## config.mk

```make
export PLATFORM = sky130hd
export DESIGN_NAME = qspi_lcd_beat_serializer_top
export DESIGN_NICKNAME = d
export VERILOG_FILES = /design/src/hdl/qlbs_pkg.sv /design/src/hdl/qlbs_front.sv /design/src/hdl/qlbs_queue.sv /design/src/hdl/qlbs_back.sv /design/src/hdl/qspi_lcd_beat_serializer_top.sv
export SDC_FILE = /design/constraint.sdc
export NUM_CORES = 1
export LEC_CHECK = 0
export ABC_AREA = 1
export BUFFER_PORTS_ARGS = -buffer_cell sky130_fd_sc_hd__buf_2
export CORE_MARGIN = 2
export CORE_UTILIZATION = 35
export CTS_CLUSTER_SIZE = 20
export DETAILED_ROUTE_END_ITERATION = 8
export PLACE_DENSITY_LB_ADDON = 0.08
export SLEW_MARGIN = 20
export SYNTH_ARGS = -nofsm -noshare
export SYNTH_HDL_FRONTEND = slang
export SYNTH_SLANG_ARGS = --single-unit
```

## constraint.sdc

```tcl
create_clock -name clock -period 3.9 [get_ports clock]
set_input_delay 0.585 -clock clock [delete_from_list [all_inputs] [get_ports clock]]
set_output_delay 0.585 -clock clock [all_outputs]
set_load 0.005 [all_outputs]
```

## src/hdl/qlbs_pkg.sv

```systemverilog
`timescale 1ns / 1ps
// ----------------------------------------------------------------------------
// qlbs_pkg
// Shared types and constants for the QSPI display beat serializer.
// ----------------------------------------------------------------------------
package qlbs_pkg;

   // operation codes on the request side
   typedef enum logic [2:0] {
      OP_WRITE_CMD   = 3'd0,
      OP_WRITE_PARAM = 3'd1,
      OP_READ_CMD    = 3'd2,
      OP_READ_BYTE   = 3'd3,
      OP_PIXEL_START = 3'd4,
      OP_PIXEL       = 3'd5
   } op_type;

   // configuration register indexes
   localparam logic [7:0] REG_WRITE_PREFIX  = 8'd0;
   localparam logic [7:0] REG_READ_PREFIX   = 8'd1;
   localparam logic [7:0] REG_QUAD_PREFIX   = 8'd2;
   localparam logic [7:0] REG_PIXEL_COMMAND = 8'd3;

   // configuration reset values
   localparam logic [7:0] WRITE_PREFIX_RESET  = 8'h02;
   localparam logic [7:0] READ_PREFIX_RESET   = 8'h03;
   localparam logic [7:0] QUAD_PREFIX_RESET   = 8'h12;
   localparam logic [7:0] PIXEL_COMMAND_RESET = 8'h2C;

   // beat counts per operation
   localparam logic [5:0] SINGLE_BYTE_BEATS  = 6'd8;
   localparam logic [5:0] SINGLE_FRAME_BEATS = 6'd32;
   localparam logic [2:0] QUAD_HEADER_BEATS  = 3'd6;
   localparam logic [2:0] QUAD_PIXEL_BEATS   = 3'd4;

   // depth of the work queue between front and back
   localparam int QUEUE_DEPTH = 2;
   localparam int QPTR_W      = $clog2(QUEUE_DEPTH);
   localparam int QCNT_W      = $clog2(QUEUE_DEPTH + 1);

   // one classified operation: single-line beats first, then quad beats,
   // then an optional closing beat
   typedef struct packed {
      logic [31:0] word;
      logic [5:0]  single_cnt;
      logic [2:0]  quad_cnt;
      logic        read;
      logic        close;
   } desc_type;

endpackage

```

## src/hdl/qlbs_front.sv

```systemverilog
`timescale 1ns / 1ps
// ----------------------------------------------------------------------------
// qlbs_front
// Accepts operations, holds the configuration registers and turns each
// operation into a beat descriptor for the work queue.
// ----------------------------------------------------------------------------
module qlbs_front import qlbs_pkg::*; (
   input  logic        clock,
   input  logic        reset,
   input  logic        req_push,
   output logic        req_full,
   input  logic [2:0]  req_opcode,
   input  logic [7:0]  req_cmd_byte,
   input  logic [7:0]  req_data_byte,
   input  logic [15:0] req_pixel_value,
   input  logic        req_end_after,
   input  logic        csr_valid,
   output logic        csr_ready,
   input  logic [7:0]  csr_index,
   input  logic [7:0]  csr_data,
   output logic        q_push,
   output desc_type    q_desc,
   input  logic        q_full
);

   logic     [7:0] write_prefix_ff, write_prefix_in;
   logic     [7:0] read_prefix_ff, read_prefix_in;
   logic     [7:0] quad_prefix_ff, quad_prefix_in;
   logic     [7:0] pixel_command_ff, pixel_command_in;
   logic           stage_valid_ff, stage_valid_in;
   desc_type       stage_desc_ff, stage_desc_in;
   desc_type       desc_new;
   logic           op_known;
   logic           stage_ready;

   // configuration register writes, reserved indexes dropped
   assign csr_ready = 1'b1;

   always_comb begin
      write_prefix_in  = write_prefix_ff;
      read_prefix_in   = read_prefix_ff;
      quad_prefix_in   = quad_prefix_ff;
      pixel_command_in = pixel_command_ff;
      if (csr_valid) begin
         case (csr_index)
            REG_WRITE_PREFIX:  write_prefix_in  = csr_data;
            REG_READ_PREFIX:   read_prefix_in   = csr_data;
            REG_QUAD_PREFIX:   quad_prefix_in   = csr_data;
            REG_PIXEL_COMMAND: pixel_command_in = csr_data;
            default: ;
         endcase
      end
   end

   // classify the operation into a beat descriptor
   always_comb begin
      desc_new.word       = '0;
      desc_new.single_cnt = '0;
      desc_new.quad_cnt   = '0;
      desc_new.read       = 1'b0;
      desc_new.close      = req_end_after;
      op_known            = 1'b1;
      case (op_type'(req_opcode))
         OP_WRITE_CMD: begin
            desc_new.word       = {write_prefix_ff, 8'h00, req_cmd_byte, 8'h00};
            desc_new.single_cnt = SINGLE_FRAME_BEATS;
         end
         OP_READ_CMD: begin
            desc_new.word       = {read_prefix_ff, 8'h00, req_cmd_byte, 8'h00};
            desc_new.single_cnt = SINGLE_FRAME_BEATS;
         end
         OP_WRITE_PARAM: begin
            desc_new.word       = {req_data_byte, 24'h000000};
            desc_new.single_cnt = SINGLE_BYTE_BEATS;
         end
         OP_READ_BYTE: begin
            desc_new.single_cnt = SINGLE_BYTE_BEATS;
            desc_new.read       = 1'b1;
         end
         OP_PIXEL_START: begin
            desc_new.word       = {quad_prefix_ff, 8'h00, pixel_command_ff, 8'h00};
            desc_new.single_cnt = SINGLE_BYTE_BEATS;
            desc_new.quad_cnt   = QUAD_HEADER_BEATS;
         end
         OP_PIXEL: begin
            desc_new.word     = {req_pixel_value, 16'h0000};
            desc_new.quad_cnt = QUAD_PIXEL_BEATS;
         end
         default: op_known = 1'b0;
      endcase
   end

   // one-entry stage in front of the queue; unknown opcodes vanish here
   assign stage_ready = !stage_valid_ff || !q_full;
   assign req_full    = !stage_ready;
   assign q_push      = stage_valid_ff && !q_full;
   assign q_desc      = stage_desc_ff;

   always_comb begin
      stage_valid_in = stage_valid_ff;
      stage_desc_in  = stage_desc_ff;
      if (stage_ready) begin
         stage_valid_in = req_push && op_known;
         stage_desc_in  = desc_new;
      end
   end

   always_ff @(posedge clock) begin
      if (reset) begin
         write_prefix_ff  <= WRITE_PREFIX_RESET;
         read_prefix_ff   <= READ_PREFIX_RESET;
         quad_prefix_ff   <= QUAD_PREFIX_RESET;
         pixel_command_ff <= PIXEL_COMMAND_RESET;
         stage_valid_ff   <= 1'b0;
      end else begin
         write_prefix_ff  <= write_prefix_in;
         read_prefix_ff   <= read_prefix_in;
         quad_prefix_ff   <= quad_prefix_in;
         pixel_command_ff <= pixel_command_in;
         stage_valid_ff   <= stage_valid_in;
      end
   end

   always_ff @(posedge clock) begin
      stage_desc_ff <= stage_desc_in;
   end

endmodule

```

## src/hdl/qlbs_queue.sv

```systemverilog
`timescale 1ns / 1ps
// ----------------------------------------------------------------------------
// qlbs_queue
// Short descriptor queue that decouples the front from the beat generator.
// ----------------------------------------------------------------------------
module qlbs_queue import qlbs_pkg::*; (
   input  logic     clock,
   input  logic     reset,
   input  logic     push,
   input  desc_type push_desc,
   output logic     full,
   input  logic     pop,
   output desc_type head,
   output logic     empty
);

   desc_type             entry_ff [QUEUE_DEPTH];
   logic [QPTR_W-1:0]    wr_ptr_ff, wr_ptr_in;
   logic [QPTR_W-1:0]    rd_ptr_ff, rd_ptr_in;
   logic [QCNT_W-1:0]    count_ff, count_in;
   logic                 do_push, do_pop;

   assign full    = (count_ff == QCNT_W'(QUEUE_DEPTH));
   assign empty   = (count_ff == '0);
   assign head    = entry_ff[rd_ptr_ff];
   assign do_push = push && !full;
   assign do_pop  = pop && !empty;

   // pointer and fill count update
   always_comb begin
      wr_ptr_in = wr_ptr_ff;
      rd_ptr_in = rd_ptr_ff;
      count_in  = count_ff;
      if (do_push) begin
         wr_ptr_in = (wr_ptr_ff == QPTR_W'(QUEUE_DEPTH - 1)) ? '0 : wr_ptr_ff + 1'b1;
      end
      if (do_pop) begin
         rd_ptr_in = (rd_ptr_ff == QPTR_W'(QUEUE_DEPTH - 1)) ? '0 : rd_ptr_ff + 1'b1;
      end
      if (do_push && !do_pop) begin
         count_in = count_ff + 1'b1;
      end else if (do_pop && !do_push) begin
         count_in = count_ff - 1'b1;
      end
   end

   always_ff @(posedge clock) begin
      if (reset) begin
         wr_ptr_ff <= '0;
         rd_ptr_ff <= '0;
         count_ff  <= '0;
      end else begin
         wr_ptr_ff <= wr_ptr_in;
         rd_ptr_ff <= rd_ptr_in;
         count_ff  <= count_in;
      end
   end

   // storage
   always_ff @(posedge clock) begin
      if (do_push) begin
         entry_ff[wr_ptr_ff] <= push_desc;
      end
   end

   // checks
   a_count_bound: assert property (@(posedge clock) disable iff (reset)
      count_ff <= QCNT_W'(QUEUE_DEPTH))
      else $error("queue fill count out of range");

   a_no_push_full: assert property (@(posedge clock) disable iff (reset)
      full |-> !push)
      else $error("transfer pushed into full queue");

   a_count_tracks: assert property (@(posedge clock) disable iff (reset)
      (do_push && !do_pop) |=> (count_ff == $past(count_ff) + 1'b1))
      else $error("queue count missed a push");

endmodule

```

## src/hdl/qlbs_back.sv

```systemverilog
`timescale 1ns / 1ps
// ----------------------------------------------------------------------------
// qlbs_back
// Beat generator: shifts each descriptor out as single-line, quad and
// closing beats into an output register.
// ----------------------------------------------------------------------------
module qlbs_back import qlbs_pkg::*; (
   input  logic       clock,
   input  logic       reset,
   input  desc_type   q_head,
   input  logic       q_empty,
   output logic       q_pop,
   output logic       rsp_empty,
   input  logic       rsp_pop,
   output logic       rsp_cs_n,
   output logic       rsp_clock_pulse,
   output logic [3:0] rsp_d_lines,
   output logic       rsp_d0_input,
   output logic       rsp_last_beat
);

   logic [31:0] word_ff, word_in;
   logic [5:0]  single_cnt_ff, single_cnt_in;
   logic [2:0]  quad_cnt_ff, quad_cnt_in;
   logic        read_ff, read_in;
   logic        close_ff, close_in;
   logic        out_valid_ff, out_valid_in;
   logic        cs_n_ff, clk_ff, d0_in_ff, last_ff;
   logic [3:0]  d_ff;
   logic        active, advance, load;
   logic        beat_cs_n, beat_clk, beat_rd, beat_last;
   logic [3:0]  beat_d;

   assign active  = (single_cnt_ff != '0) || (quad_cnt_ff != '0) || close_ff;
   assign advance = active && (!out_valid_ff || rsp_pop);

   // current beat and the remaining work after it
   always_comb begin
      beat_cs_n     = 1'b0;
      beat_clk      = 1'b1;
      beat_d        = '0;
      beat_rd       = 1'b0;
      beat_last     = 1'b0;
      word_in       = word_ff;
      single_cnt_in = single_cnt_ff;
      quad_cnt_in   = quad_cnt_ff;
      read_in       = read_ff;
      close_in      = close_ff;
      if (single_cnt_ff != '0) begin
         beat_d        = read_ff ? 4'h0 : {3'b000, word_ff[31]};
         beat_rd       = read_ff;
         beat_last     = (single_cnt_ff == 6'd1) && (quad_cnt_ff == '0) && !close_ff;
         single_cnt_in = single_cnt_ff - 1'b1;
         word_in       = {word_ff[30:0], 1'b0};
      end else if (quad_cnt_ff != '0) begin
         beat_d      = word_ff[31:28];
         beat_last   = (quad_cnt_ff == 3'd1) && !close_ff;
         quad_cnt_in = quad_cnt_ff - 1'b1;
         word_in     = {word_ff[27:0], 4'h0};
      end else begin
         beat_cs_n = 1'b1;
         beat_clk  = 1'b0;
         beat_last = 1'b1;
         close_in  = 1'b0;
      end
      // next descriptor enters as the last beat of this one leaves
      if (load) begin
         word_in       = q_head.word;
         single_cnt_in = q_head.single_cnt;
         quad_cnt_in   = q_head.quad_cnt;
         read_in       = q_head.read;
         close_in      = q_head.close;
      end else if (!advance) begin
         word_in       = word_ff;
         single_cnt_in = single_cnt_ff;
         quad_cnt_in   = quad_cnt_ff;
         close_in      = close_ff;
      end
   end

   assign load  = !q_empty && (!active || (advance && beat_last));
   assign q_pop = load;

   // output register valid
   always_comb begin
      out_valid_in = out_valid_ff;
      if (advance) begin
         out_valid_in = 1'b1;
      end else if (rsp_pop) begin
         out_valid_in = 1'b0;
      end
   end

   always_ff @(posedge clock) begin
      if (reset) begin
         single_cnt_ff <= '0;
         quad_cnt_ff   <= '0;
         close_ff      <= 1'b0;
         out_valid_ff  <= 1'b0;
      end else begin
         single_cnt_ff <= single_cnt_in;
         quad_cnt_ff   <= quad_cnt_in;
         close_ff      <= close_in;
         out_valid_ff  <= out_valid_in;
      end
   end

   // shift word and beat payload
   always_ff @(posedge clock) begin
      word_ff <= word_in;
      read_ff <= read_in;
      if (advance) begin
         cs_n_ff  <= beat_cs_n;
         clk_ff   <= beat_clk;
         d_ff     <= beat_d;
         d0_in_ff <= beat_rd;
         last_ff  <= beat_last;
      end
   end

   assign rsp_empty       = !out_valid_ff;
   assign rsp_cs_n        = cs_n_ff;
   assign rsp_clock_pulse = clk_ff;
   assign rsp_d_lines     = d_ff;
   assign rsp_d0_input    = d0_in_ff;
   assign rsp_last_beat   = last_ff;

   // checks
   a_close_is_last: assert property (@(posedge clock) disable iff (reset)
      (out_valid_ff && cs_n_ff) |-> (last_ff && !clk_ff && d_ff == 4'h0))
      else $error("closing beat malformed");

   a_read_released: assert property (@(posedge clock) disable iff (reset)
      (out_valid_ff && d0_in_ff) |-> (d_ff == 4'h0 && !cs_n_ff))
      else $error("read beat drives data lines");

   a_load_starts: assert property (@(posedge clock) disable iff (reset)
      load |=> active)
      else $error("descriptor loaded without work");

endmodule

```

## src/hdl/qspi_lcd_beat_serializer_top.sv

```systemverilog
`timescale 1ns / 1ps
// Path: a push passes the front stage register, the work queue, the beat generator and the
//   output register. Beats: pixel 4, parameter or read byte 8, pixel start 14, commands 32,
//   plus a closing beat when req_end_after is set. Throughput: one beat per cycle while
//   rsp_pop drains the output register, with no gap between queued operations.
// Reset: synchronous, active high; config registers return to their defaults and all
//   queued work and pending beats are dropped.
// ----------------------------------------------------------------------------
// qspi_lcd_beat_serializer_top
// QSPI display beat serializer: front classifier, work queue, beat generator.
// ----------------------------------------------------------------------------
module qspi_lcd_beat_serializer_top import qlbs_pkg::*; (
   input  logic        clock,
   input  logic        reset,
   input  logic        req_push,
   output logic        req_full,
   input  logic [2:0]  req_opcode,
   input  logic [7:0]  req_cmd_byte,
   input  logic [7:0]  req_data_byte,
   input  logic [15:0] req_pixel_value,
   input  logic        req_end_after,
   output logic        rsp_empty,
   input  logic        rsp_pop,
   output logic        rsp_cs_n,
   output logic        rsp_clock_pulse,
   output logic [3:0]  rsp_d_lines,
   output logic        rsp_d0_input,
   output logic        rsp_last_beat,
   input  logic        csr_valid,
   output logic        csr_ready,
   input  logic [7:0]  csr_index,
   input  logic [7:0]  csr_data
);

   logic     q_push, q_full, q_pop, q_empty;
   desc_type q_desc, q_head;

   // accept and classify
   qlbs_front u_front (
      .clock           (clock),
      .reset           (reset),
      .req_push        (req_push),
      .req_full        (req_full),
      .req_opcode      (req_opcode),
      .req_cmd_byte    (req_cmd_byte),
      .req_data_byte   (req_data_byte),
      .req_pixel_value (req_pixel_value),
      .req_end_after   (req_end_after),
      .csr_valid       (csr_valid),
      .csr_ready       (csr_ready),
      .csr_index       (csr_index),
      .csr_data        (csr_data),
      .q_push          (q_push),
      .q_desc          (q_desc),
      .q_full          (q_full)
   );

   // decoupling queue
   qlbs_queue u_queue (
      .clock     (clock),
      .reset     (reset),
      .push      (q_push),
      .push_desc (q_desc),
      .full      (q_full),
      .pop       (q_pop),
      .head      (q_head),
      .empty     (q_empty)
   );

   // beat generation
   qlbs_back u_back (
      .clock           (clock),
      .reset           (reset),
      .q_head          (q_head),
      .q_empty         (q_empty),
      .q_pop           (q_pop),
      .rsp_empty       (rsp_empty),
      .rsp_pop         (rsp_pop),
      .rsp_cs_n        (rsp_cs_n),
      .rsp_clock_pulse (rsp_clock_pulse),
      .rsp_d_lines     (rsp_d_lines),
      .rsp_d0_input    (rsp_d0_input),
      .rsp_last_beat   (rsp_last_beat)
   );

endmodule

```

Yosys cells after proc, flatten, opt, wreduce, memory -nomap -nowiden
Memories as Yosys holds them, arrays and structs flattened. A register that Yosys moved wholly into a read port is not among the register bits.
Index checks and enable logic that the tools add are counted.
{"block": "totals", "regBits": 132, "ramBits": 86, "in_bits": 57, "output_inout_bits": 11, "word_cells": 130, "mem_count": 1}
{"block": "op_classes", "n_addsub": 6, "eq_ne": 13, "n_mux": 37, "n_reduce_logical": 49}
{"memory": "u_queue.entry_ff", "words": 2, "word_bits": 43, "rd": 1, "rd_ports_with_merged_regs": 1, "write_ports": 1, "line": "qlbs_queue.sv:17", "rtl": "desc_type entry_ff [QUEUE_DEPTH];"}
{"cell": "case mux 32 bit (5 select lines)", "count": 1}
{"cell": "2-to-1 mux 32 bit", "count": 4}
{"cell": "2-to-1 mux 1 bit", "count": 19}
{"cell": "2-to-1 mux 6 bit", "count": 3}
{"cell": "equality test 8 x 2 -> 1 bit, second input constant", "count": 2}
{"cell": "logical AND 1 bit", "count": 12}
{"cell": "2-to-1 mux 3 bit", "count": 4}
{"cell": "case mux 6 bit (2 select lines)", "count": 1}
{"cell": "AND reduction 2 bit", "count": 6}
{"cell": "nonzero test 2 bit", "count": 5}
{"cell": "logical NOT 1 bit", "count": 9}
{"cell": "equality test 8 x 1 -> 1 bit, second input constant", "count": 1}
{"cell": "logical NOT 8 bit", "count": 1}
{"cell": "2-to-1 mux 4 bit", "count": 2}
{"cell": "equality test 3 x 1 -> 1 bit, second input constant", "count": 2}
{"cell": "equality test 3 x 2 -> 1 bit, second input constant", "count": 2}
{"cell": "equality test 3 bit, second input constant", "count": 2}
{"cell": "equality test 6 x 1 -> 1 bit, second input constant", "count": 1}
{"cell": "logical NOT 3 bit", "count": 2}
{"cell": "case mux 3 bit (2 select lines)", "count": 1}
{"cell": "AND reduction 3 bit", "count": 2}
{"cell": "nonzero test 3 bit", "count": 2}
{"cell": "nonzero test 6 bit", "count": 1}
{"cell": "OR reduction 6 bit", "count": 1}
{"cell": "12 further kinds", "count": 19}

Logic depth before layout (Yosys ltp)
Gate-level depths: netlist (run 1).
{"block": "depth", "word_depth": 11, "depth_mapped": 15, "mapped_depth_nobuf": 14}

By module
A second synthesis (run 1) with hierarchy kept.
{"block": "unflattened", "hier_cells": 864, "area_unflattened_um2": 9385.3}
{"module": "qlbs_queue", "n_inst": 1, "cells_each": 171, "area_each_um2": 3558.4, "seq_area_each_um2": 2682.6}
{"module": "qlbs_front", "n_inst": 1, "cells_each": 363, "area_each_um2": 2985.4, "seq_area_each_um2": 1561.5}
{"module": "qlbs_back", "n_inst": 1, "cells_each": 330, "area_each_um2": 2841.5, "seq_area_each_um2": 1451.4}

Worst setup path before layout (run 1)
No wires, ideal clock.
{"block": "synth_timing", "path_type": "reg-to-reg", "start": "register u_back.single_cnt_ff[0]", "end": "register u_back.word_ff[10] (enable)", "setup_ps": 438, "t_arrival_ps": 2586, "required_time_ps": 3462, "setup_slack_ps": 876, "path_stages_with_launch": 6, "path_buffers": 0, "period_less_slack_ps": 3024, "path_cell_list": "dfxtp_1 > inv_1 > ha_1 > nand3_4 > nor2_4 > o21ai_0"}
{"block": "synth_between", "elab_chain_cells": 9, "word_cells_on_any_way": 15, "classes_between": "eq/ne: 1; mux: 1; reduce/logical: 13"}
{"item": "start, declared", "line": "qlbs_back.sv:23", "rtl": "logic [5:0] single_cnt_ff, single_cnt_in;"}
{"item": "start signal, assigned", "line": "qlbs_back.sv:101", "rtl": "single_cnt_ff <= single_cnt_in;"}
{"item": "equality test 6 x 1 -> 1 bit or nonzero test 6 bit (tied branches)", "line": "qlbs_back.sv:52, qlbs_back.sv:34, qlbs_back.sv:49"}
{"item": "logical AND 1 bit or logical OR 1 bit (tied branches) (2 in a row)", "line": "qlbs_back.sv:52, qlbs_back.sv:34"}
{"item": "2-to-1 mux 1 bit or logical AND 1 bit (tied branches)", "line": "qlbs_back.sv:49, qlbs_back.sv:35"}
{"item": "logical AND 1 bit", "line": "qlbs_back.sv:81", "rtl": "assign load = !q_empty && (!active || (advance && beat_last));"}
{"item": "logical OR 1 bit", "line": "qlbs_back.sv:81"}
{"item": "logical AND 1 bit", "line": "qlbs_back.sv:81"}
{"item": "nonzero test 3 bit (no line) or nonzero test 2 bit (tied branches)"}
{"item": "AND reduction 2 bit (no line) *"}
{"item": "end signal, assigned", "line": "qlbs_back.sv:110", "rtl": "word_ff <= word_in;"}
{"item": "end, declared", "line": "qlbs_back.sv:22", "rtl": "logic [31:0] word_ff, word_in;"}
Mark *: on every way between the ends. The rest lies on a longest branch, timed or not.
A chain may end at the register's enable or synchronous reset.

Worst setup path in the final report (run 1)
{"block": "layout_timing", "start": "register u_back.single_cnt_ff[0]", "end": "register u_queue.count_ff[1]"}
{"block": "layout_between", "elab_chain_cells": 11, "word_cells_on_any_way": 18, "classes_between": "eq/ne: 1; mux: 2; reduce/logical: 15"}
{"item": "equality test 6 x 1 -> 1 bit or nonzero test 6 bit (tied branches)", "line": "qlbs_back.sv:52, qlbs_back.sv:34, qlbs_back.sv:49"}
{"item": "logical AND 1 bit or logical OR 1 bit (tied branches) (2 in a row)", "line": "qlbs_back.sv:52, qlbs_back.sv:34"}
{"item": "2-to-1 mux 1 bit or logical AND 1 bit (tied branches)", "line": "qlbs_back.sv:49, qlbs_back.sv:35"}
{"item": "logical AND 1 bit", "line": "qlbs_back.sv:81"}
{"item": "logical OR 1 bit *", "line": "qlbs_back.sv:81"}
{"item": "logical AND 1 bit *", "line": "qlbs_back.sv:81"}
{"item": "logical AND 1 bit *", "line": "qlbs_queue.sv:27", "rtl": "assign do_pop = pop && !empty;"}
{"item": "logical NOT 1 bit", "line": "qlbs_queue.sv:40", "rtl": "if (do_push && !do_pop) begin"}
{"item": "logical AND 1 bit", "line": "qlbs_queue.sv:40"}
{"item": "2-to-1 mux 2 bit or nonzero test 2 bit (tied branches)"}
{"item": "end signal, assigned", "line": "qlbs_queue.sv:55", "rtl": "count_ff <= count_in;"}
{"item": "end, declared", "line": "qlbs_queue.sv:20", "rtl": "logic [QCNT_W-1:0] count_ff, count_in;"}
Marks and branches as above.

==> metrics.md, run 1 <==
| Metric | Value |
|---|---|
| Outcome | `completed` |
| Max_slew headroom | `0.4775` |
| Mean post-synth cell area | `10.11 µm²` |
| CTS buffer count | `17` |
| Cells after Synth | `717` |
| Share of the synthesized area in the top cell type | `0.5095` |
| Core footprint | `20300 µm²` |
| Design area | `8453 µm²` |
| Largest net degree at the start of global routing | `35` |
| Max clock buf depth | `2` |
| H-tree levels | `4` |
| Post-CTS Repair Setup Buffers | `0` |
| Total GRT Usage | `0.1564` |
| Post-route clock period utilization | `0.7224` |
| Sequential fraction of the synthesis area | `0.6448` |
| WHS Path Cells | `1` |
| Area Overhead vs Synth | `16.60%` |
| Most common cell after layout, fill and taps aside | `nand2_1` |
| RSZ-0062 raised after global routing | `false` |
| Post-synth EDFFs | `123` |
| Slowest CP cell | `ha_1` |
| Synth warn | `0` |
| Synthesized flop and latch total | `172` |
| Fin. max-slew vios | `0` |
| Initial DRT Pass Iterations | `5` |
| Number of port buffers | `66` |
| FMAX | `355.0 MHz` |
| Leakage | `3.594 nW` |
| Worst R2R Path Depth | `12` |
| Die area | `21880 µm²` |
| Unique cell type count in the Yosys netlist | `32` |
| 1st-iter DRT viols | `317` |
| Async SR Flop Fraction | `0` |
| Synth Flop Type | `edfxtp_1` |
| Residual DRC count | `0` |
| RR Startpoint | `u_back.single_cnt_ff[0]` |
| Peak VDD IR | `323.2 µV` |
| Hold slack | `0.3347 ns` |
| CP required | `4.21 ns` |
| Gpl congestion | `0.8509` |
| Share of layout cells above drive strength 1 | `0.1531` |
| Crit-path cells | `inv_1 -> ha_1 -> nand3_4 -> nor2_4 -> nand2_2 -> nand2_2 -> nand2_2 -> ha_1 -> a21oi_1 -> o21ai_0 -> o21ai_0 -> a21oi_1` |
| Vias per cell | `4.733` |
| Grt total ovfl | `0` |
| Starting density of the core | `0.3571` |
| Nets | `848` |
| CTS Root Cell | `clkbuf_16` |
| Pwr dens | `716.7 nW/µm²` |
| CTS sink count | `172` |
| First-pass GRT wire length | `26.56 mm` |
| Min cycle time layout | `2.817 ns` |
| CP most frequent cell | `nand2_2` |
| Synth top area cells | `edfxtp_1, dfxtp_1, nand2_1` |
| Commonest cells after routing, fill and taps aside | `nand2_1, edfxtp_1, nand3_1` |
| Worst-Margin Slew | `0.7808 ns` |
| Final Hold Violating Endpoints | `0` |
| WL per Instance | `15.10 µm` |
| Clock skew | `0.009047 ns` |
| Clock latency on the worst-skew pair | `0.42 ns` |
| Core Rows | `52` |
| Worst-path clk slew | `0.07 ns` |
| Initial antenna violation count | `0` |
| Fill count | `1986` |
| Hold path start | `req_end_after` |
| Final wirelength | `16.11 mm` |
| Area leader, netlist | `edfxtp_1` |
| Worst setup SP type | `register` |
| Setup Viol. Count Final | `0` |
| Max cap viols | `0` |
| CTS tree | `done` |
| CTS resizes | `0` |
| Routed Antenna Nets | `0` |
| Worst Setup End Kind | `register` |
| CP max stage delay | `0.45 ns` |
| Vias in the first global route | `5146` |
| Diodes inserted | `0` |
| Mapped cell area | `7249 µm²` |
| Reg2reg end | `u_queue.count_ff[1]` |
| # IOs | `68` |
| WHS Endpoint | `u_front.q_desc[0]` |
| Die X | `147.9 µm` |
| Worst hold path class | `in2reg` |
| DP HPWL | `11.36 mm` |
| CP Class | `reg2reg` |
| Placed Area | `7860 µm²` |
| Sum Neg Setup Slack | `0 ns` |
| Vias | `5050` |
| Worst-path fanout max | `28` |
| R2R Setup Slk | `1.08 ns` |
| Synth Net Count | `781` |
| Die Y | `147.9 µm` |
| Worst EP arrival | `3.13 ns` |
| Cts hold-fix bufs | `0` |
-- metal layers --
layer  vias up  wire (µm)  global-route usage
li1       2563          -                   -
met1      2349       7523              0.2004
met2       110       7516              0.2537
met3        28        626             0.04043
met4         0        448             0.06333
met5         -          0                   0
-- logic make-up (layout without fill, tap and decap cells) --
family / after synthesis / count (layout) / synth area share
compound gates: 96 / 96 / 0.07956
buf+inv: 98 / 178 / 0.05626
other cells: 1 / 1 / 0.0005173
flops: 172 / 172 / 0.6448
simple gates: 336 / 336 / 0.1983
fa+ha+maj: 7 / 7 / 0.01208
xor+xnor: 7 / 7 / 0.008457
-- through the flow --
| step | utilization | instances | power, mW | worst slack [ns] |
|---|---|---|---|---|
| finish | 0.4164 | 1067 | 6.059 | 1.083 |
| global route | 0.4164 | 1067 | 6.468 | 0.8821 |
| CTS | 0.4164 | 1067 | 6.136 | 1.064 |
| detailed placement | 0.3872 | 1035 | 4.443 | 1.085 |
| global placement | 0.3872 | 1035 | 4.409 | 1.129 |
| floorplan | - | 717 | 3.960 | 0.8757 |
-- worst max-delay path: cells and delay by family, from the launching register on --
kind	cells	cell delay, ns
flops	1	0.33
simple gates	5	1.14
compound gates	4	0.45
fa+ha+maj	2	0.68
buf+inv	1	0.11
-- worst max-delay path by stage --
stage / slack [ns] / depth (start not counted) / start / end
global placement: 1.13 / 12 / u_back.single_cnt_ff[0] / u_queue.count_ff[1]
floorplan: 0.88 / 5 / u_back.single_cnt_ff[0] / u_back.word_ff[10]
CTS: 1.06 / 12 / u_back.single_cnt_ff[0] / u_queue.count_ff[1]
global route: 0.88 / 12 / u_back.single_cnt_ff[0] / u_queue.count_ff[1]
detailed placement: 1.09 / 12 / u_back.single_cnt_ff[0] / u_queue.count_ff[1]
finish: 1.08 / 12 / u_back.single_cnt_ff[0] / u_queue.count_ff[1]
-- synthesized netlist by cell type (all sizes together) (8+ instances only) --
master and count:
buf 16, inv 69, a21oi 36, dfxtp 49, o211ai 9, o21ai 35, nand3 89, edfxtp 123
nand2 186, a22o 8, clkbuf 13, nor2 54
-- layout make-up --
| class | count | area [µm²] | share of cell area |
|---|---|---|---|
| Inverter | 69 | 259.0 | 0.03064 |
| Clock inverter | 7 | 75.07 | 0.008881 |
| Tap cell | 270 | 337.8 | 0.03996 |
| Clock buffer | 25 | 518.0 | 0.06128 |
| Multi-Input combinational cell | 447 | 2176 | 0.2574 |
| Sequential cell | 172 | 4674 | 0.5530 |
| Timing Repair Buffer | 77 | 412.9 | 0.04885 |
-- sequential cells by signal, summed over array words and instances (netlist names), named ones only --
register and flops:
u_back.close_ff 1, u_back.out_valid_ff 1, u_back.quad_cnt_ff 3, u_back.read_ff 1
u_back.rsp_clock_pulse 1, u_back.rsp_cs_n 1, u_back.rsp_d0_input 1, u_back.rsp_d_lines 4
u_back.rsp_last_beat 1, u_back.single_cnt_ff 6, u_back.word_ff 24, u_front.pixel_command_ff 8
u_front.q_desc 30, u_front.quad_prefix_ff 8, u_front.read_prefix_ff 8, u_front.stage_valid_ff 1
u_front.write_prefix_ff 8, u_queue.count_ff 2, u_queue.entry_ff 60, u_queue.rd_ptr_ff 1
u_queue.wr_ptr_ff 1
-- power breakdown --
| part | leakage (nW) | switching (mW) | internal (mW) |
|---|---|---|---|
| clock | 0.289 | 0.681 | 0.995 |
| sequential | 1.65 | 0.155 | 2.47 |
| combinational | 1.65 | 1.20 | 0.558 |
(Power assumes the default switching activity.)
==> inputs of run 2 (changes only) <==
--- a/config.mk
+++ b/config.mk
@@ -5,7 +5,7 @@
 export SDC_FILE = /design/constraint.sdc
 export NUM_CORES = 1
 export LEC_CHECK = 0
-export ABC_AREA = 1
+export ABC_AREA = 0
 export BUFFER_PORTS_ARGS = -buffer_cell sky130_fd_sc_hd__buf_2
 export CORE_MARGIN = 2
 export CORE_UTILIZATION = 35
==> constraint.sdc (replaced) <==
create_clock -name clock -period 2.31 [get_ports clock]
set_input_delay 0.3465 -clock clock [delete_from_list [all_inputs] [get_ports clock]]
set_output_delay 0.3465 -clock clock [all_outputs]
set_load 0.005 [all_outputs]
==> run 2 against run 1 <==
Against the previous run:
- die area is 2.3% lower
- sequential share of layout area is 0.090 points lower
- setup slack got worse by 0.98 ns
- largest cell class unchanged
- synthesized cell count down 27%
- sequential power increased by 72%
- largest power group unchanged
- sequential cell count unchanged
- cell count down 16%
- first-iteration DRC count shrank 17%
- critical path type unchanged
- maximum frequency rose by 28%
==> metrics.md, run 2 <==
| Metric | Value |
|---|---|
| Worst-Margin Slew | `0.7218 ns` |
| Share of layout cells above drive strength 1 | `0.2299` |
| Cells after Synth | `523` |
| Min cycle time layout | `2.204 ns` |
| Largest net degree at the start of global routing | `34` |
| Worst EP arrival | `2.37 ns` |
| Worst setup SP type | `register` |
| Final wirelength | `14.82 mm` |
| Routed Antenna Nets | `0` |
| Die area | `21370 µm²` |
| Max clock buf depth | `2` |
| Share of the synthesized area in the top cell type | `0.5220` |
| Synth warn | `0` |
| Diodes inserted | `0` |
| Clock skew | `0.007965 ns` |
| Synth top area cells | `edfxtp_1, dfxtp_1, mux2i_1` |
| Met2 global-route usage | `0.2406` |
| Vias in the first global route | `4359` |
| Mapped cell area | `7076 µm²` |
| Final Hold Violating Endpoints | `0` |
| Area Overhead vs Synth | `19.66%` |
| Initial DRT Pass Iterations | `4` |
| Vias per cell | `4.853` |
| Sequential fraction of the synthesis area | `0.6607` |
| Peak VDD IR | `560.4 µV` |
| Fill count | `1948` |
| Post-route insts no fill | `892` |
| Biggest register | `u_queue.entry_ff` |
| Register area | `4674 µm²` |
| Multi-input gate area | `2258 µm²` |
| Leakage | `3.388 nW` |
| Post-route clock period utilization | `0.9540` |
| Largest register FFs | `60` |
| Pwr dens | `1207 nW/µm²` |
| Max cap viols | `0` |
| Number of port buffers | `66` |
| Post-synth EDFFs | `123` |
| Die Y | `146.2 µm` |
| CP Class | `reg2reg` |
| Async SR Flop Fraction | `0` |
| Count leader, synth | `edfxtp_1` |
| Die X | `146.2 µm` |
| CTS resizes | `0` |
| Nets | `673` |
| Commonest cells after routing, fill and taps aside | `edfxtp_1, mux2i_1, buf_2` |
| Most common cell after layout, fill and taps aside | `edfxtp_1` |
| # IOs | `68` |
| CTS Root Cell | `clkbuf_16` |
| Core Rows | `52` |
| Placed Cells | `860` |
| Synthesized flop and latch total | `172` |
| Unique cell type count in the Yosys netlist | `48` |
| Worst-path fanout max | `18` |
| M3 GR Usage | `0.03719` |
| Worst Setup End Kind | `register` |
| CTS buffer count | `17` |
| CP required | `2.47 ns` |
| Mean post-synth cell area | `13.53 µm²` |
| RSZ-0062 raised after global routing | `false` |
| Synth Flop Type | `edfxtp_1` |
| Max_slew headroom | `0.5188` |
| Cts hold-fix bufs | `0` |
| Synth cell count leaders | `edfxtp_1, mux2i_1, nor2_1` |
| Met1 usage | `0.1815` |
| CTS sink count | `172` |
| Starting density of the core | `0.3531` |
| Total GRT Usage | `0.1436` |
| 1st-iter DRT viols | `264` |
| Grt total ovfl | `0` |
| CTS tree | `done` |
| Synth Net Count | `587` |
| Area leader, netlist | `edfxtp_1` |
| Worst hold path class | `in2reg` |
| Outcome | `completed` |
| FMAX | `453.8 MHz` |
| Most crowded layer after global routing | `met2` |
| Clock latency on the worst-skew pair | `0.42 ns` |
| WL per Instance | `16.61 µm` |
| Setup Viol. Count Final | `0` |
| Vias | `4329` |
| Sum Neg Setup Slack | `0 ns` |
| Gpl congestion | `0.7846` |
| Fin. max-slew vios | `0` |
| Fin util | `0.4225` |
| H-tree levels | `4` |
| Residual DRC count | `0` |
| Worst-path clk slew | `0.06 ns` |
| DP HPWL | `10.42 mm` |
| First-pass GRT wire length | `23.64 mm` |
| Initial antenna violation count | `0` |
| Hold slack | `0.1005 ns` |
| Post-CTS Repair Setup Buffers | `0` |
| Core footprint | `20040 µm²` |
[run 2: cell count changes after synthesis, moves of 15 or more]
cell and change:
a21oi_1 -21, a221o_1 +16, inv_1 -57, mux2i_1 +74, nand2_1 -160, nand3_1 -81
nor2_1 +15, o21ai_0 -26
[run 2: critical path, cell delays in order (launching register included)]
cell	delay, ns
dfxtp_1	0.31
inv_1	0.11
ha_2	0.25
nand2_1	0.10
nor4_2	0.22
o31a_4	0.19
buf_4	0.22
a21oi_4	0.05
buf_12	0.17
a221o_1	0.30
[run 2: routing by layer]
metal	wire, µm	vias to the layer above	part of all wire
li1	-	2132	-
met1	6785	2105	0.46
met2	7364	78	0.50
met3	458	14	0.031
met4	209	0	0.014
met5	0	-	0
[run 2: metrics by stage]
step           total power [mW]  setup slack (ns)  instance area (µm²)
5_1_grt                   10.83          0.005696                 8467
6_report                  10.22            0.1062                 8467
3_5_place_dp              7.676           0.07489                 7895
2_1_floorplan             6.588           0.01035                 7089
4_1_cts                   10.35           0.06682                 8448
3_3_place_gp              7.623            0.1433                 7895
[run 2: cell families (layout without fill, tap and decap cells)]
logic type / count (synthesis) / after routing / share of synthesized area
AOI/OAI and AO/OA: 73 / 73 / 0.08064
adders and majority gates: 7 / 7 / 0.01238
DFF: 172 / 172 / 0.6607
other: 1 / 1 / 0.0005300
and+or+nand+nor: 142 / 142 / 0.09761
xor gates and xnor gates: 10 / 10 / 0.01238
muxes: 78 / 78 / 0.1111
buffers and inverters: 40 / 139 / 0.02476
[run 2: report_power, final]
group | switching (mW) | internal, mW | total, mW
sequential | 0.307 | 4.20 | 4.51
combinational | 1.69 | 1.39 | 3.08
clock | 1.16 | 1.48 | 2.64
total | 3.15 | 7.07 | 10.2
[run 2: cell type report]
class / count / area share
Clock buffer: 18 / 0.05069
Clock inverter: 14 / 0.01463
Sequential cell: 172 / 0.5521
Multi-Input combinational cell: 311 / 0.2667
Inverter: 12 / 0.005320
Tap cell: 270 / 0.03990
Timing Repair Buffer: 95 / 0.07064
[run 2: path summary, 6_finish.rpt]
kind / startpoint / to / slack [ns] / cells after the start
worst max-delay path: u_back.quad_cnt_ff[0] / u_back.word_ff[17] / 0.11 / 9
worst max register to register: u_back.quad_cnt_ff[0] / u_back.word_ff[17] / 0.11 / 9
worst min register to register: u_front.q_desc[38] / u_queue.entry_ff[0][38] / 0.45 / 0
worst min-delay path: req_end_after / u_front.q_desc[0] / 0.10 / 1
==> inputs of run 3 (changes only) <==
--- a/config.mk
+++ b/config.mk
@@ -12,6 +12,7 @@
 export CTS_CLUSTER_SIZE = 20
 export DETAILED_ROUTE_END_ITERATION = 8
 export PLACE_DENSITY_LB_ADDON = 0.08
+export SETUP_SLACK_MARGIN = 0.4
 export SLEW_MARGIN = 20
 export SYNTH_ARGS = -nofsm -noshare
 export SYNTH_HDL_FRONTEND = slang
==> constraint.sdc (replaced) <==
create_clock -name clock -period 2.52 [get_ports clock]
set_input_delay 0.378 -clock clock [delete_from_list [all_inputs] [get_ports clock]]
set_output_delay 0.378 -clock clock [all_outputs]
set_load 0.005 [all_outputs]
==> run 3 against run 2 <==
Against the previous run:
- hold slack better by 0.042 ns
- global-route usage up 0.42 points
- count of clock-buffer cells in the layout up 2
- register-to-register slack better by 0.25 ns
- largest power group unchanged
- highest routed layer unchanged
==> metrics.md, run 3 (same netlist as run 2, synthesis figures left out) <==
| Metric | Value |
|---|---|
| Outcome | `completed` |
| Worst setup SP type | `register` |
| Nets | `679` |
| Largest net degree at the start of global routing | `32` |
| Post-route insts no fill | `898` |
| Residual DRC count | `0` |
| Min cycle time layout | `2.163 ns` |
| FMAX | `462.2 MHz` |
| Worst-path fanout max | `5` |
| H-tree levels | `4` |
| Core footprint | `20040 µm²` |
| DP HPWL | `10.42 mm` |
| Max clock buf depth | `2` |
| Commonest cells after routing, fill and taps aside | `edfxtp_1, mux2i_1, buf_2` |
| Largest register FFs | `60` |
| Design area | `8721 µm²` |
| Biggest register | `u_queue.entry_ff` |
| Setup Viol. Count Final | `0` |
| Core Rows | `52` |
| Diodes inserted | `0` |
| Pwr dens | `1175 nW/µm²` |
| CTS buffer count | `17` |
| Placed Area | `7815 µm²` |
| Clock latency on the worst-skew pair | `0.42 ns` |
| Most common cell after layout, fill and taps aside | `edfxtp_1` |
| CTS Root Cell | `clkbuf_16` |
| Clock skew | `0.009215 ns` |
| Gpl congestion | `0.7652` |
| Starting density of the core | `0.3531` |
| Max cap viols | `0` |
| First-pass GRT wire length | `24.36 mm` |
| Final Hold Violating Endpoints | `0` |
| Vias per cell | `4.884` |
| Vias | `4386` |
| Final wirelength | `15.64 mm` |
| WL per Instance | `17.42 µm` |
| Leakage | `3.485 nW` |
| Initial DRT Pass Iterations | `4` |
| Post-route clock period utilization | `0.8585` |
| # IOs | `68` |
| Hold slack | `0.1425 ns` |
| Number of port buffers | `66` |
| Worst hold path class | `in2reg` |
| Fin. max-slew vios | `0` |
| CP required | `2.69 ns` |
| Initial antenna violation count | `0` |
| Worst EP arrival | `2.33 ns` |
| CTS sink count | `172` |
| Total GRT Usage | `0.1478` |
| Peak VDD IR | `492.5 µV` |
| Power, Total | `10.25 mW` |
| Share of layout cells above drive strength 1 | `0.2564` |
| Placed Cells | `850` |
| Worst-Margin Slew | `0.6630 ns` |
| RSZ-0062 raised after global routing | `true` |
| Max_slew headroom | `0.5564` |
| Die Y | `146.2 µm` |
| Worst-path clk slew | `0.06 ns` |
| Worst Setup End Kind | `register` |
| Sum Neg Setup Slack | `0 ns` |
| CP Class | `reg2reg` |
| Grt total ovfl | `0` |
| CTS tree | `done` |
| Area Overhead vs Synth | `23.25%` |
| Die X | `146.2 µm` |
| Die area | `21370 µm²` |
| Routed Antenna Nets | `0` |
| 1st-iter DRT viols | `310` |
| Vias in the first global route | `4421` |
run 3: cell types whose count changed in the layout (fill, tap and decap cells not counted), sizes merged:
cell      delta
bufinv       +5
inv          +1
buf          +4
clkinv       -6
clkbuf       +3
clkinvlp     -1
run 3: final timing paths:
path / start / endpoint / slack, ns / cells after the start
max: u_back.single_cnt_ff[3] / u_back.word_ff[24] / 0.36 / 7
min: req_end_after / u_front.q_desc[0] / 0.14 / 1
max reg2reg: u_back.single_cnt_ff[3] / u_back.word_ff[24] / 0.36 / 7
min reg2reg: u_front.q_desc[28] / u_queue.entry_ff[0][28] / 0.45 / 0
run 3: layout make-up:
class	count	area (µm²)
multi-input combinational	311	2320
clock buffer	20	436.7
fill	1904	11320
timing repair buffer	100	651.9
clock inverter	12	217.7
timing repair inverter	1	11.26
sequential	172	4686
inverter	12	60.06
tap	270	337.8
run 3: repair_timing:
| item | in CTS | in global routing |
|---|---|---|
| pin swaps | 1 | 5 |
| gates cloned | 1 | 2 |
| setup buffers | 10 | 3 |
| setup endpoints to repair | 46 | 50 |
| hold buffers | 0 | 0 |
| gates resized for setup | 6 | 15 |
run 3: where the power goes:
part | internal, mW | switching (mW) | leakage [nW]
registers | 3.86 | 0.315 | 1.65
logic | 1.45 | 1.70 | 1.52
clock network | 1.86 | 1.06 | 0.314
total | 7.17 | 3.08 | 3.49
run 3: layer usage:
metal | vias up | track usage | routed length, µm
li1 | 2138 | - | -
met1 | 2123 | 0.1891 | 7007
met2 | 108 | 0.2446 | 7610
met3 | 17 | 0.03594 | 760
met4 | 0 | 0.05485 | 262
met5 | - | 0 | 0
run 3: per-stage QoR:
step	setup WS, ns	util
after floorplan	0.4064	-
after global placement	0.2161	0.3900
after detailed placement	0.1678	0.3900
after CTS	0.3622	0.4292
after global routing	0.3285	0.4352
final	0.3566	0.4352
run 3: critical path, stage by stage, from the launching register on:
cell       delay [ns]
dfxtp_4          0.36
or4_4            0.56
nor2_4           0.10
o31a_4           0.22
buf_6            0.13
a21oi_4          0.05
clkbuf_16        0.19
a221o_1          0.30
